File: src/rtl/lrct_pkg.sv
`timescale 1ns / 1ps
// ----------------------------------------------------------------------------
// lrct_pkg
// Shared types, constants and helpers for the lazily advanced timer block.
// ----------------------------------------------------------------------------
package lrct_pkg;

    // Field widths
    localparam int DATA_W   = 16;
    localparam int TIME_W   = 64;
    localparam int TIDX_W   = 2;
    localparam int REM_W    = 4;
    localparam int STEP11_W = 20;

    localparam int DEFAULT_TIMERS = 3;

    // Tick divider and its inverse modulo 2^16 (11 * 35747 = 6 * 2^16 + 1)
    localparam logic [REM_W-1:0]  TICK_DIV = 4'd11;
    localparam logic [DATA_W-1:0] INV11    = 16'd35747;

    // Mode word bits
    localparam logic [DATA_W-1:0] MODE_IRQ_MASK  = 16'h0030;
    localparam logic [DATA_W-1:0] MODE_IRQ_TARG  = 16'h0010;
    localparam logic [DATA_W-1:0] MODE_IRQ_FFFF  = 16'h0020;
    localparam logic [DATA_W-1:0] MODE_HIT_TARG  = 16'h0800;
    localparam logic [DATA_W-1:0] MODE_HIT_FFFF  = 16'h1000;
    localparam logic [DATA_W-1:0] MODE_UPDATED   = 16'h0400;
    localparam logic [DATA_W-1:0] MODE_HIT_MASK  = 16'h1800;
    localparam logic [DATA_W-1:0] COUNT_MAX      = 16'hFFFF;

    typedef enum logic {
        OP_READ  = 1'b0,
        OP_WRITE = 1'b1
    } t_op;

    typedef enum logic [1:0] {
        REG_COUNT  = 2'd0,
        REG_MODE   = 2'd1,
        REG_TARGET = 2'd2,
        REG_UNUSED = 2'd3
    } t_reg_sel;

    // One bus access
    typedef struct packed {
        t_op               op;
        logic [TIDX_W-1:0] timer_index;
        t_reg_sel          reg_select;
        logic [DATA_W-1:0] write_data;
        logic [TIME_W-1:0] access_time;
    } t_item;

    // Timer state after the access, plus read value
    typedef struct packed {
        logic              hit;
        logic [DATA_W-1:0] read_data;
        logic [DATA_W-1:0] count;
        logic [DATA_W-1:0] mode;
        logic [DATA_W-1:0] target;
        logic [TIME_W-1:0] last;
    } t_snap;

    typedef struct packed {
        logic [DATA_W-1:0] read_data;
        logic              event_valid;
        logic [TIME_W-1:0] event_time;
    } t_result;

    // 11 * x by shift and add
    function automatic logic [STEP11_W-1:0] mul11(input logic [DATA_W-1:0] x);
        logic [STEP11_W-1:0] xe;
        xe = STEP11_W'(x);
        return (xe << 3) + (xe << 1) + xe;
    endfunction

endpackage

File: src/rtl/lrct_if.sv
`timescale 1ns / 1ps
// ----------------------------------------------------------------------------
// lrct_in_if / lrct_out_if
// Valid/ready channels for bus accesses and their results.
// ----------------------------------------------------------------------------
interface lrct_in_if
    import lrct_pkg::*;
();
    logic              valid;
    logic              ready;
    logic              op;
    logic [TIDX_W-1:0] timer_index;
    logic [1:0]        reg_select;
    logic [DATA_W-1:0] write_data;
    logic [TIME_W-1:0] access_time;

    modport source (
        output valid, op, timer_index, reg_select, write_data, access_time,
        input  ready
    );
    modport sink (
        input  valid, op, timer_index, reg_select, write_data, access_time,
        output ready
    );
endinterface

interface lrct_out_if
    import lrct_pkg::*;
();
    logic              valid;
    logic              ready;
    logic [DATA_W-1:0] read_data;
    logic              event_valid;
    logic [TIME_W-1:0] event_time;

    modport source (
        output valid, read_data, event_valid, event_time,
        input  ready
    );
    modport sink (
        input  valid, read_data, event_valid, event_time,
        output ready
    );
endinterface

File: src/rtl/lrct_rem11.sv
`timescale 1ns / 1ps
// ----------------------------------------------------------------------------
// lrct_rem11
// Remainder of a 64-bit timestamp modulo 11.
// ----------------------------------------------------------------------------
module lrct_rem11
    import lrct_pkg::*;
(
    input  logic [TIME_W-1:0] i_value,
    output logic [REM_W-1:0]  o_rem
);
    // 2^10 = 1 mod 11: fold 10-bit chunks
    logic [12:0] w_sum;
    logic [10:0] w_fold;
    logic [18:0] w_prod;
    logic [7:0]  w_quot;
    logic [10:0] w_sub;
    logic [10:0] w_r;

    assign w_sum = 13'(i_value[9:0])   + 13'(i_value[19:10]) + 13'(i_value[29:20])
                 + 13'(i_value[39:30]) + 13'(i_value[49:40]) + 13'(i_value[59:50])
                 + 13'(i_value[63:60]);
    assign w_fold = 11'(w_sum[9:0]) + 11'(w_sum[12:10]);

    // Quotient estimate 186/2048 is low by at most one; fix with one subtract
    assign w_prod = 19'(w_fold) * 19'(186);
    assign w_quot = w_prod[18:11];
    assign w_r    = w_fold - 11'(STEP11_W'(mul11(DATA_W'(w_quot))));
    assign w_sub  = w_r - 11'(TICK_DIV);
    assign o_rem  = (w_r >= 11'(TICK_DIV)) ? w_sub[REM_W-1:0] : w_r[REM_W-1:0];
endmodule

File: src/rtl/lrct_timer_bank.sv
`timescale 1ns / 1ps
// ----------------------------------------------------------------------------
// lrct_timer_bank
// Per-timer registers; brings the accessed timer up to date and applies
// the register access in a single step.
// ----------------------------------------------------------------------------
module lrct_timer_bank
    import lrct_pkg::*;
#(
    parameter int TIMERS = DEFAULT_TIMERS
) (
    input  logic             i_clk,
    input  logic             i_rst_n,
    input  t_item            i_item,
    input  logic [REM_W-1:0] i_rem,
    input  logic             i_commit,
    output t_snap            o_snap
);
    localparam int IDX_W = (TIMERS > 1) ? $clog2(TIMERS) : 1;

    logic [DATA_W-1:0] r_cnt  [TIMERS];
    logic [DATA_W-1:0] r_mode [TIMERS];
    logic [DATA_W-1:0] r_tgt  [TIMERS];
    logic [TIME_W-1:0] r_last [TIMERS];

    logic              w_hit;
    logic [IDX_W-1:0]  w_idx;
    logic [DATA_W-1:0] w_cnt, w_mode, w_tgt;
    logic [TIME_W-1:0] w_last, w_delta;
    logic              w_back;
    logic [DATA_W-1:0] w_st, w_sf;
    logic              w_ge_t, w_ge_f;
    logic [DATA_W-1:0] w_base;
    logic [31:0]       w_prod;
    logic [DATA_W-1:0] w_ticks;
    logic [DATA_W-1:0] w_cnt_a, w_mode_a;
    logic [TIME_W-1:0] w_last_a;
    logic [DATA_W-1:0] n_cnt, n_mode, n_tgt, n_rd;

    assign w_hit = (32'(i_item.timer_index) < TIMERS) && (i_item.reg_select != REG_UNUSED);
    assign w_idx = w_hit ? IDX_W'(i_item.timer_index) : '0;

    assign w_cnt  = r_cnt[w_idx];
    assign w_mode = r_mode[w_idx];
    assign w_tgt  = r_tgt[w_idx];
    assign w_last = r_last[w_idx];

    // Elapsed time; last update time is always a multiple of 11
    assign w_delta = i_item.access_time - w_last;
    assign w_back  = i_item.access_time < w_last;

    assign w_st = w_tgt - w_cnt;
    assign w_sf = COUNT_MAX - w_cnt;

    // ticks >= steps  <=>  delta >= 11 * steps
    assign w_ge_t = (|w_delta[TIME_W-1:STEP11_W]) || (w_delta[STEP11_W-1:0] >= mul11(w_st));
    assign w_ge_f = (|w_delta[TIME_W-1:STEP11_W]) || (w_delta[STEP11_W-1:0] >= mul11(w_sf));

    // Low 16 bits of the tick count: exact division by odd 11 via its inverse
    assign w_base  = w_delta[DATA_W-1:0] - DATA_W'(i_rem);
    assign w_prod  = w_base * INV11;
    assign w_ticks = w_prod[DATA_W-1:0];

    // Advance
    always_comb begin
        if (w_back) begin
            w_cnt_a  = w_cnt;
            w_mode_a = w_mode;
            w_last_a = w_last;
        end else begin
            w_cnt_a  = w_cnt + w_ticks;
            w_mode_a = w_mode | MODE_UPDATED | (w_ge_t ? MODE_HIT_TARG : '0)
                     | (w_ge_f ? MODE_HIT_FFFF : '0);
            w_last_a = i_item.access_time - TIME_W'(i_rem);
        end
    end

    // Register access
    always_comb begin
        n_cnt  = w_cnt_a;
        n_mode = w_mode_a;
        n_tgt  = w_tgt;
        n_rd   = '0;
        if (i_item.op == OP_WRITE) begin
            case (i_item.reg_select)
                REG_COUNT:  n_cnt  = i_item.write_data;
                REG_MODE:   n_mode = i_item.write_data;
                REG_TARGET: n_tgt  = i_item.write_data;
                default:    n_rd   = '0;
            endcase
        end else begin
            case (i_item.reg_select)
                REG_COUNT:  n_rd = w_cnt_a;
                REG_MODE: begin
                    n_rd   = w_mode_a;
                    n_mode = w_mode_a & ~MODE_HIT_MASK;
                end
                REG_TARGET: n_rd = w_tgt;
                default:    n_rd = '0;
            endcase
        end
    end

    always_comb begin
        o_snap.hit       = w_hit;
        o_snap.read_data = w_hit ? n_rd : '0;
        o_snap.count     = n_cnt;
        o_snap.mode      = n_mode;
        o_snap.target    = n_tgt;
        o_snap.last      = w_last_a;
    end

    // State update
    always_ff @(posedge i_clk) begin
        if (!i_rst_n) begin
            for (int i = 0; i < TIMERS; i++) begin
                r_cnt[i]  <= '0;
                r_mode[i] <= '0;
                r_tgt[i]  <= '0;
                r_last[i] <= '0;
            end
        end else if (i_commit && w_hit) begin
            r_cnt[w_idx]  <= n_cnt;
            r_mode[w_idx] <= n_mode;
            r_tgt[w_idx]  <= n_tgt;
            r_last[w_idx] <= w_last_a;
        end
    end
endmodule

File: src/rtl/lrct_predict.sv
`timescale 1ns / 1ps
// ----------------------------------------------------------------------------
// lrct_predict
// Earliest enabled interrupt deadline (target or FFFF) of the updated timer.
// ----------------------------------------------------------------------------
module lrct_predict
    import lrct_pkg::*;
(
    input  t_snap   i_snap,
    output t_result o_result
);
    logic [DATA_W-1:0] w_st, w_sf;
    logic [TIME_W-1:0] w_ct, w_cf;
    logic              w_en_t, w_en_f;

    assign w_st   = i_snap.target - i_snap.count;
    assign w_sf   = COUNT_MAX - i_snap.count;
    assign w_ct   = i_snap.last + TIME_W'(mul11(w_st));
    assign w_cf   = i_snap.last + TIME_W'(mul11(w_sf));
    assign w_en_t = i_snap.hit && (|(i_snap.mode & MODE_IRQ_TARG));
    assign w_en_f = i_snap.hit && (|(i_snap.mode & MODE_IRQ_FFFF));

    always_comb begin
        o_result.read_data   = i_snap.read_data;
        o_result.event_valid = i_snap.hit && (|(i_snap.mode & MODE_IRQ_MASK));
        if (w_en_t && w_en_f) begin
            o_result.event_time = (w_cf < w_ct) ? w_cf : w_ct;
        end else if (w_en_t) begin
            o_result.event_time = w_ct;
        end else if (w_en_f) begin
            o_result.event_time = w_cf;
        end else begin
            o_result.event_time = '0;
        end
    end
endmodule

File: src/rtl/lazy_root_counter_timers_top.sv
`timescale 1ns / 1ps
// ----------------------------------------------------------------------------
// lazy_root_counter_timers_top
// Bank of lazily advanced 16-bit timers behind a valid/ready access port.
// ----------------------------------------------------------------------------
// Each bus access transfer produces exactly one result transfer. The block
// takes one access per clock and returns its result four register stages
// later (input register, timestamp remainder mod 11, timer update, deadline
// prediction then output register); a full pipeline stalls only when the
// result is not taken. Back-to-back accesses to the same timer are exact
// because the timer registers are read and written in the same stage.
// Out-of-range timers and register slot 3 return all-zero results.
module lazy_root_counter_timers_top
    import lrct_pkg::*;
#(
    parameter int TIMERS = DEFAULT_TIMERS
) (
    input  logic       i_clk,
    input  logic       i_rst_n,
    lrct_in_if.sink    i_in,
    lrct_out_if.source o_out
);
    logic             r_v1, r_v2, r_v3, r_vo;
    t_item            r_s1, r_s2;
    logic [REM_W-1:0] r_rem;
    t_snap            r_s3;
    t_result          r_out;

    logic             w_rdy1, w_rdy2, w_rdy3, w_rdyo;
    logic [REM_W-1:0] n_rem;
    t_snap            n_snap;
    t_result          n_out;

    // Per-stage ready: a stage loads when empty or when it moves on
    assign w_rdyo     = !r_vo || o_out.ready;
    assign w_rdy3     = !r_v3 || w_rdyo;
    assign w_rdy2     = !r_v2 || w_rdy3;
    assign w_rdy1     = !r_v1 || w_rdy2;
    assign i_in.ready = w_rdy1;

    // Stage 1: input register
    always_ff @(posedge i_clk) begin
        if (!i_rst_n) begin
            r_v1 <= 1'b0;
        end else if (w_rdy1) begin
            r_v1 <= i_in.valid;
        end
    end

    always_ff @(posedge i_clk) begin
        if (w_rdy1 && i_in.valid) begin
            r_s1.op          <= t_op'(i_in.op);
            r_s1.timer_index <= i_in.timer_index;
            r_s1.reg_select  <= t_reg_sel'(i_in.reg_select);
            r_s1.write_data  <= i_in.write_data;
            r_s1.access_time <= i_in.access_time;
        end
    end

    // Stage 2: timestamp remainder
    lrct_rem11 u_rem11 (
        .i_value (r_s1.access_time),
        .o_rem   (n_rem)
    );

    always_ff @(posedge i_clk) begin
        if (!i_rst_n) begin
            r_v2 <= 1'b0;
        end else if (w_rdy2) begin
            r_v2 <= r_v1;
        end
    end

    always_ff @(posedge i_clk) begin
        if (w_rdy2 && r_v1) begin
            r_s2  <= r_s1;
            r_rem <= n_rem;
        end
    end

    // Stage 3: timer update and register access
    lrct_timer_bank #(
        .TIMERS (TIMERS)
    ) u_bank (
        .i_clk    (i_clk),
        .i_rst_n  (i_rst_n),
        .i_item   (r_s2),
        .i_rem    (r_rem),
        .i_commit (r_v2 && w_rdy3),
        .o_snap   (n_snap)
    );

    always_ff @(posedge i_clk) begin
        if (!i_rst_n) begin
            r_v3 <= 1'b0;
        end else if (w_rdy3) begin
            r_v3 <= r_v2;
        end
    end

    always_ff @(posedge i_clk) begin
        if (w_rdy3 && r_v2) begin
            r_s3 <= n_snap;
        end
    end

    // Stage 4: deadline prediction into the output register
    lrct_predict u_predict (
        .i_snap   (r_s3),
        .o_result (n_out)
    );

    always_ff @(posedge i_clk) begin
        if (!i_rst_n) begin
            r_vo <= 1'b0;
        end else if (w_rdyo) begin
            r_vo <= r_v3;
        end
    end

    always_ff @(posedge i_clk) begin
        if (w_rdyo && r_v3) begin
            r_out <= n_out;
        end
    end

    assign o_out.valid       = r_vo;
    assign o_out.read_data   = r_out.read_data;
    assign o_out.event_valid = r_out.event_valid;
    assign o_out.event_time  = r_out.event_time;

`ifndef SYNTH
    // An accepted access always lands in the input stage
    a_accept_loads: assert property (@(posedge i_clk) disable iff (!i_rst_n)
        (i_in.valid && i_in.ready) |=> r_v1)
        else $error("accepted access lost at input stage");

    // A result with no deadline carries a zero deadline
    a_no_event_zero: assert property (@(posedge i_clk) disable iff (!i_rst_n)
        (o_out.valid && !o_out.event_valid) |-> (o_out.event_time == '0))
        else $error("deadline set without event");

    // Remainder stage output is always below the divider
    a_rem_range: assert property (@(posedge i_clk) disable iff (!i_rst_n)
        r_v2 |-> (r_rem < TICK_DIV))
        else $error("timestamp remainder out of range");
`endif
endmodule

File: src/flat_wrapper.sv
// flat-port wrapper written by rule: the top's interface ports become plain ports
module lazy_root_counter_timers_top_flat import lrct_pkg::*;
#(
    parameter int TIMERS = DEFAULT_TIMERS
)
  (i_clk, i_rst_n, i_in_valid, i_in_op, i_in_timer_index, i_in_reg_select, i_in_write_data, i_in_access_time, i_in_ready, o_out_valid, o_out_read_data, o_out_event_valid, o_out_event_time, o_out_ready);
  lrct_in_if i_in_i ();
  lrct_out_if o_out_i ();
  input  logic i_clk;
  input  logic i_rst_n;
  input wire logic [$bits(i_in_i.valid)-1:0] i_in_valid;
  input wire logic [$bits(i_in_i.op)-1:0] i_in_op;
  input wire logic [$bits(i_in_i.timer_index)-1:0] i_in_timer_index;
  input wire logic [$bits(i_in_i.reg_select)-1:0] i_in_reg_select;
  input wire logic [$bits(i_in_i.write_data)-1:0] i_in_write_data;
  input wire logic [$bits(i_in_i.access_time)-1:0] i_in_access_time;
  output wire logic [$bits(i_in_i.ready)-1:0] i_in_ready;
  output wire logic [$bits(o_out_i.valid)-1:0] o_out_valid;
  output wire logic [$bits(o_out_i.read_data)-1:0] o_out_read_data;
  output wire logic [$bits(o_out_i.event_valid)-1:0] o_out_event_valid;
  output wire logic [$bits(o_out_i.event_time)-1:0] o_out_event_time;
  input wire logic [$bits(o_out_i.ready)-1:0] o_out_ready;
  assign i_in_i.valid = i_in_valid;
  assign i_in_i.op = i_in_op;
  assign i_in_i.timer_index = i_in_timer_index;
  assign i_in_i.reg_select = i_in_reg_select;
  assign i_in_i.write_data = i_in_write_data;
  assign i_in_i.access_time = i_in_access_time;
  assign i_in_ready = i_in_i.ready;
  assign o_out_valid = o_out_i.valid;
  assign o_out_read_data = o_out_i.read_data;
  assign o_out_event_valid = o_out_i.event_valid;
  assign o_out_event_time = o_out_i.event_time;
  assign o_out_i.ready = o_out_ready;
  lazy_root_counter_timers_top #(.TIMERS(TIMERS)) u_core (.i_clk(i_clk), .i_rst_n(i_rst_n), .i_in(i_in_i), .o_out(o_out_i));
endmodule
File: config.mk
export PLATFORM = sky130hd
export DESIGN_NAME = lazy_root_counter_timers_top_flat
export DESIGN_NICKNAME = d
export VERILOG_FILES = /design/src/rtl/lrct_pkg.sv /design/src/rtl/lrct_if.sv /design/src/rtl/lrct_rem11.sv /design/src/rtl/lrct_timer_bank.sv /design/src/rtl/lrct_predict.sv /design/src/rtl/lazy_root_counter_timers_top.sv /design/src/flat_wrapper.sv
export SDC_FILE = /design/constraint.sdc
export NUM_CORES = 2
export LEC_CHECK = 0
export CAP_MARGIN = 0
export CORE_MARGIN = 5
export CORE_UTILIZATION = 70
export CTS_CLUSTER_DIAMETER = 120
export CTS_CLUSTER_SIZE = 8
export DETAILED_ROUTE_END_ITERATION = 16
export DONT_BUFFER_PORTS = 1
export GPL_ROUTABILITY_DRIVEN = 0
export PLACE_DENSITY_LB_ADDON = 0.2
export REMOVE_ABC_BUFFERS = 1
export SYNTH_ARGS = -nofsm -noshare
export SYNTH_HDL_FRONTEND = slang
export SYNTH_SLANG_ARGS = --single-unit
export TNS_END_PERCENT = 100
File: constraint.sdc
create_clock -name i_clk -period 19.2 [get_ports i_clk]
set_clock_uncertainty 0.05 [all_clocks]
set_input_delay 1.92 -clock i_clk [delete_from_list [all_inputs] [get_ports i_clk]]
set_output_delay 1.92 -clock i_clk [all_outputs]
set_load 0.01 [all_outputs]
==> impl_metrics.env <==
export IMPL_synth_ff_type="edfxtp_1"
export IMPL_synth_xor_area_share=0.0611
export IMPL_synth_top_area_share=0.414
export IMPL_layout_drive_gt1_share=0.0522
export IMPL_routedWlPerCell_um=22.8
export IMPL_syn_instance_count=5006
export IMPL_finalSetupViolCount=0
export IMPL_layout_commonest_cell="edfxtp_1"
export IMPL_clock_latency_ns=0.68
export IMPL_drc=0
export IMPL_area_delta_synth_final_pct=6.97
export IMPL_crit_start="u_core.r_s1[0]"
export IMPL_h_tree_depth=3
export IMPL_cts_hold_buf=0
export IMPL_grt_setup_unrepaired="no"
export IMPL_die_h_um=281
export IMPL_synth_adder_area_share=0.192
export IMPL_synth_area_leaders="edfxtp_1 41%, ha_1 11%, fa_1 7.8%, nor2_1 4.3%, inv_1 4.0%"
export IMPL_io_pins=172
export IMPL_status="finished, final reports clean"
export IMPL_final_area_um2=54800
export IMPL_dieArea_um2=78700
export IMPL_start_util=0.704
export IMPL_synth_distinct_cells=99
export IMPL_synth_edff_count=706
export IMPL_post_cts_buffers=0
export IMPL_rows=99
export IMPL_critPathMaxStageDelay_ns=0.58
export IMPL_fmax_mhz=67.1
export IMPL_crit_required_ns=19.53
export IMPL_slew_headroom=0.101
export IMPL_synth_top_family_by_area="adder cells"
export IMPL_grt_pass1_vias=38000
export IMPL_grt_usage=0.341
export IMPL_syn_avg_cell_area_um2=10.2
export IMPL_yosys_area_top_type="edfxtp_1"
export IMPL_min_from="u_core.r_s3[127]"
export IMPL_vias_per_cell=6.56
export IMPL_regToRegSetupSlack_ns=4.29
export IMPL_crit_arrival_ns=15.24
export IMPL_drt_wl_total_um=136000
export IMPL_ys_seq_area_frac=0.415
export IMPL_clockRootBuffer="clkbuf_16"
export IMPL_grt_overflow=0
export IMPL_synthSimpleGateAreaFrac=0.125
export IMPL_critPathCaptureType="flop"
export IMPL_cts_tree="yes"
export IMPL_final_period_utilization=0.777
export IMPL_ant_nets=0
export IMPL_drt_iter0_markers=4555
export IMPL_antenna_found_initial=15
export IMPL_min_path_type="reg -> reg"
export IMPL_layout_common_cells="706 x edfxtp_1, 592 x nor2_1, 552 x inv_1"
export IMPL_reg2reg_from="u_core.r_s1[0]"
export IMPL_place_area_um2=52200
export IMPL_fin_nets=5718
export IMPL_core_area_um2=72800
export IMPL_drv_cap=0
export IMPL_cts_buffer_depth=3
export IMPL_first_pass_iters=7
export IMPL_crit_fanout=7
export IMPL_synthArstFlopShare=0
export IMPL_crit_top_cell="fa_1"
export IMPL_hold_violations=0
export IMPL_numPortBuffers=0
export IMPL_grt_first_pass_wirelength_um=211000
export IMPL_period_needed_ns=14.91
export IMPL_dp_hpwl_um=100000
export IMPL_path_clk_slew_ns=0.05
export IMPL_syn_cell_area_um2=51300
export IMPL_yosys_mux_area_fraction=0.0211
export IMPL_clock_sinks=710
export IMPL_synth_seq_cells=710
export IMPL_yosysWarnings=0
export IMPL_crit_type="reg -> reg"
export IMPL_numCtsBuffers=98
export IMPL_synth_compound_area_frac=0.132
export IMPL_vias=39000
export IMPL_grt_max_degree=79
export IMPL_slew_viol_final=0
export IMPL_worst_slew_pin_slew_ns=1.33
export IMPL_cts_resized_gates=0
export IMPL_cp_start_kind="flop"
export IMPL_die_w_um=281
export IMPL_crit_slowest_cell="o41ai_1"
-- Yosys cell counts (17+ instances only) --
master	n
a22oi_1	44
o21ai_0	204
and3_1	27
o31ai_1	24
nor4_1	17
ha_1	464
nor2b_1	49
o21bai_1	27
fa_1	201
xnor2_1	223
a22o_1	80
mux2_2	52
nand3_1	59
nand4_1	59
o21a_1	31
nor2_1	593
xor2_1	125
nor3_1	79
clkbuf_1	145
nand2b_1	35
a21o_1	103
nand2_1	360
inv_1	552
o22ai_1	20
and2_1	24
o21ai_1	17
mux2i_1	48
or3_1	31
buf_1	27
edfxtp_1	706
a21oi_1	304
-- path summary, 6_finish.rpt --
check,end,cells after the start
setup / recovery,u_core.r_rem[2],57
hold / removal,u_core.o_out.read_data[15],0
setup reg to reg,u_core.r_rem[2],57
hold reg to reg,u_core.o_out.read_data[15],0
-- routing by layer --
| metal | share of wire | GRT usage | vias to the layer above |
|---|---|---|---|
| met4 | 0.036 | 0.115 | 18 |
| met3 | 0.13 | 0.0883 | 399 |
| li1 | - | - | 17600 |
| met1 | 0.39 | 0.484 | 18600 |
| met2 | 0.45 | 0.519 | 2485 |
| met5 | 0.0010 | 0 | - |
-- flip-flops by register name, indices dropped and copies added, names as in the netlist, 4 cells and up --
name / flops
u_core.u_bank.r_last: 192
u_core.r_s3: 115
u_core.r_s1: 85
u_core.r_s2: 85
u_core.o_out.event_time: 64
u_core.u_bank.r_cnt: 48
u_core.u_bank.r_mode: 48
u_core.u_bank.r_tgt: 48
u_core.o_out.read_data: 16
u_core.r_rem: 4
-- final cells by class --
| cell class | instances | area, µm² |
|---|---|---|
| clock inverter | 7 | 123 |
| clock buffer | 111 | 2520 |
| multi-input combinational | 3565 | 27400 |
| antenna | 8 | 20.0 |
| fill | 4873 | 18000 |
| inverter | 554 | 2080 |
| sequential | 710 | 21300 |
| tap | 959 | 1200 |
| timing repair buffer | 35 | 263 |
-- logic make-up (layout without fill, tap and decap cells) --
logic type	after synthesis	count (layout)
and+or+nand+nor	1412	1412
muxes	101	101
adders and majority gates	666	666
other	0	8
xor gates and xnor gates	352	352
AOI/OAI and AO/OA	1034	1034
buffers and inverters	731	707
DFF	710	710
-- worst max-delay path: cells and delay by family, from the launching register on --
| family | cells | cell delay, ns |
|---|---|---|
| simple gates | 9 | 1.04 |
| compound gates | 18 | 4.20 |
| flops | 1 | 0.36 |
| fa+ha+maj | 14 | 5.51 |
| xor+xnor | 9 | 2.65 |
| buf+inv | 7 | 0.80 |
-- metrics by stage --
stage | utilization | instances | worst slack [ns] | hold slack (ns) | setup TNS, ns
floorplan | - | 4829 | -2.91 | 0.350 | -1041.63
global placement | 0.716 | 5823 | 5.25 | 0.351 | 0
detailed placement | 0.716 | 5823 | 4.69 | 0.355 | 0
CTS | 0.753 | 5941 | 4.48 | 0.351 | 0
global route | 0.753 | 5943 | 3.48 | 0.372 | 0
finish | 0.753 | 5949 | 4.29 | 0.358 | 0
Power is left out: the tool's default activity adds up to more than one toggle a clock period on the data nets, which glitch-free logic cannot reach.
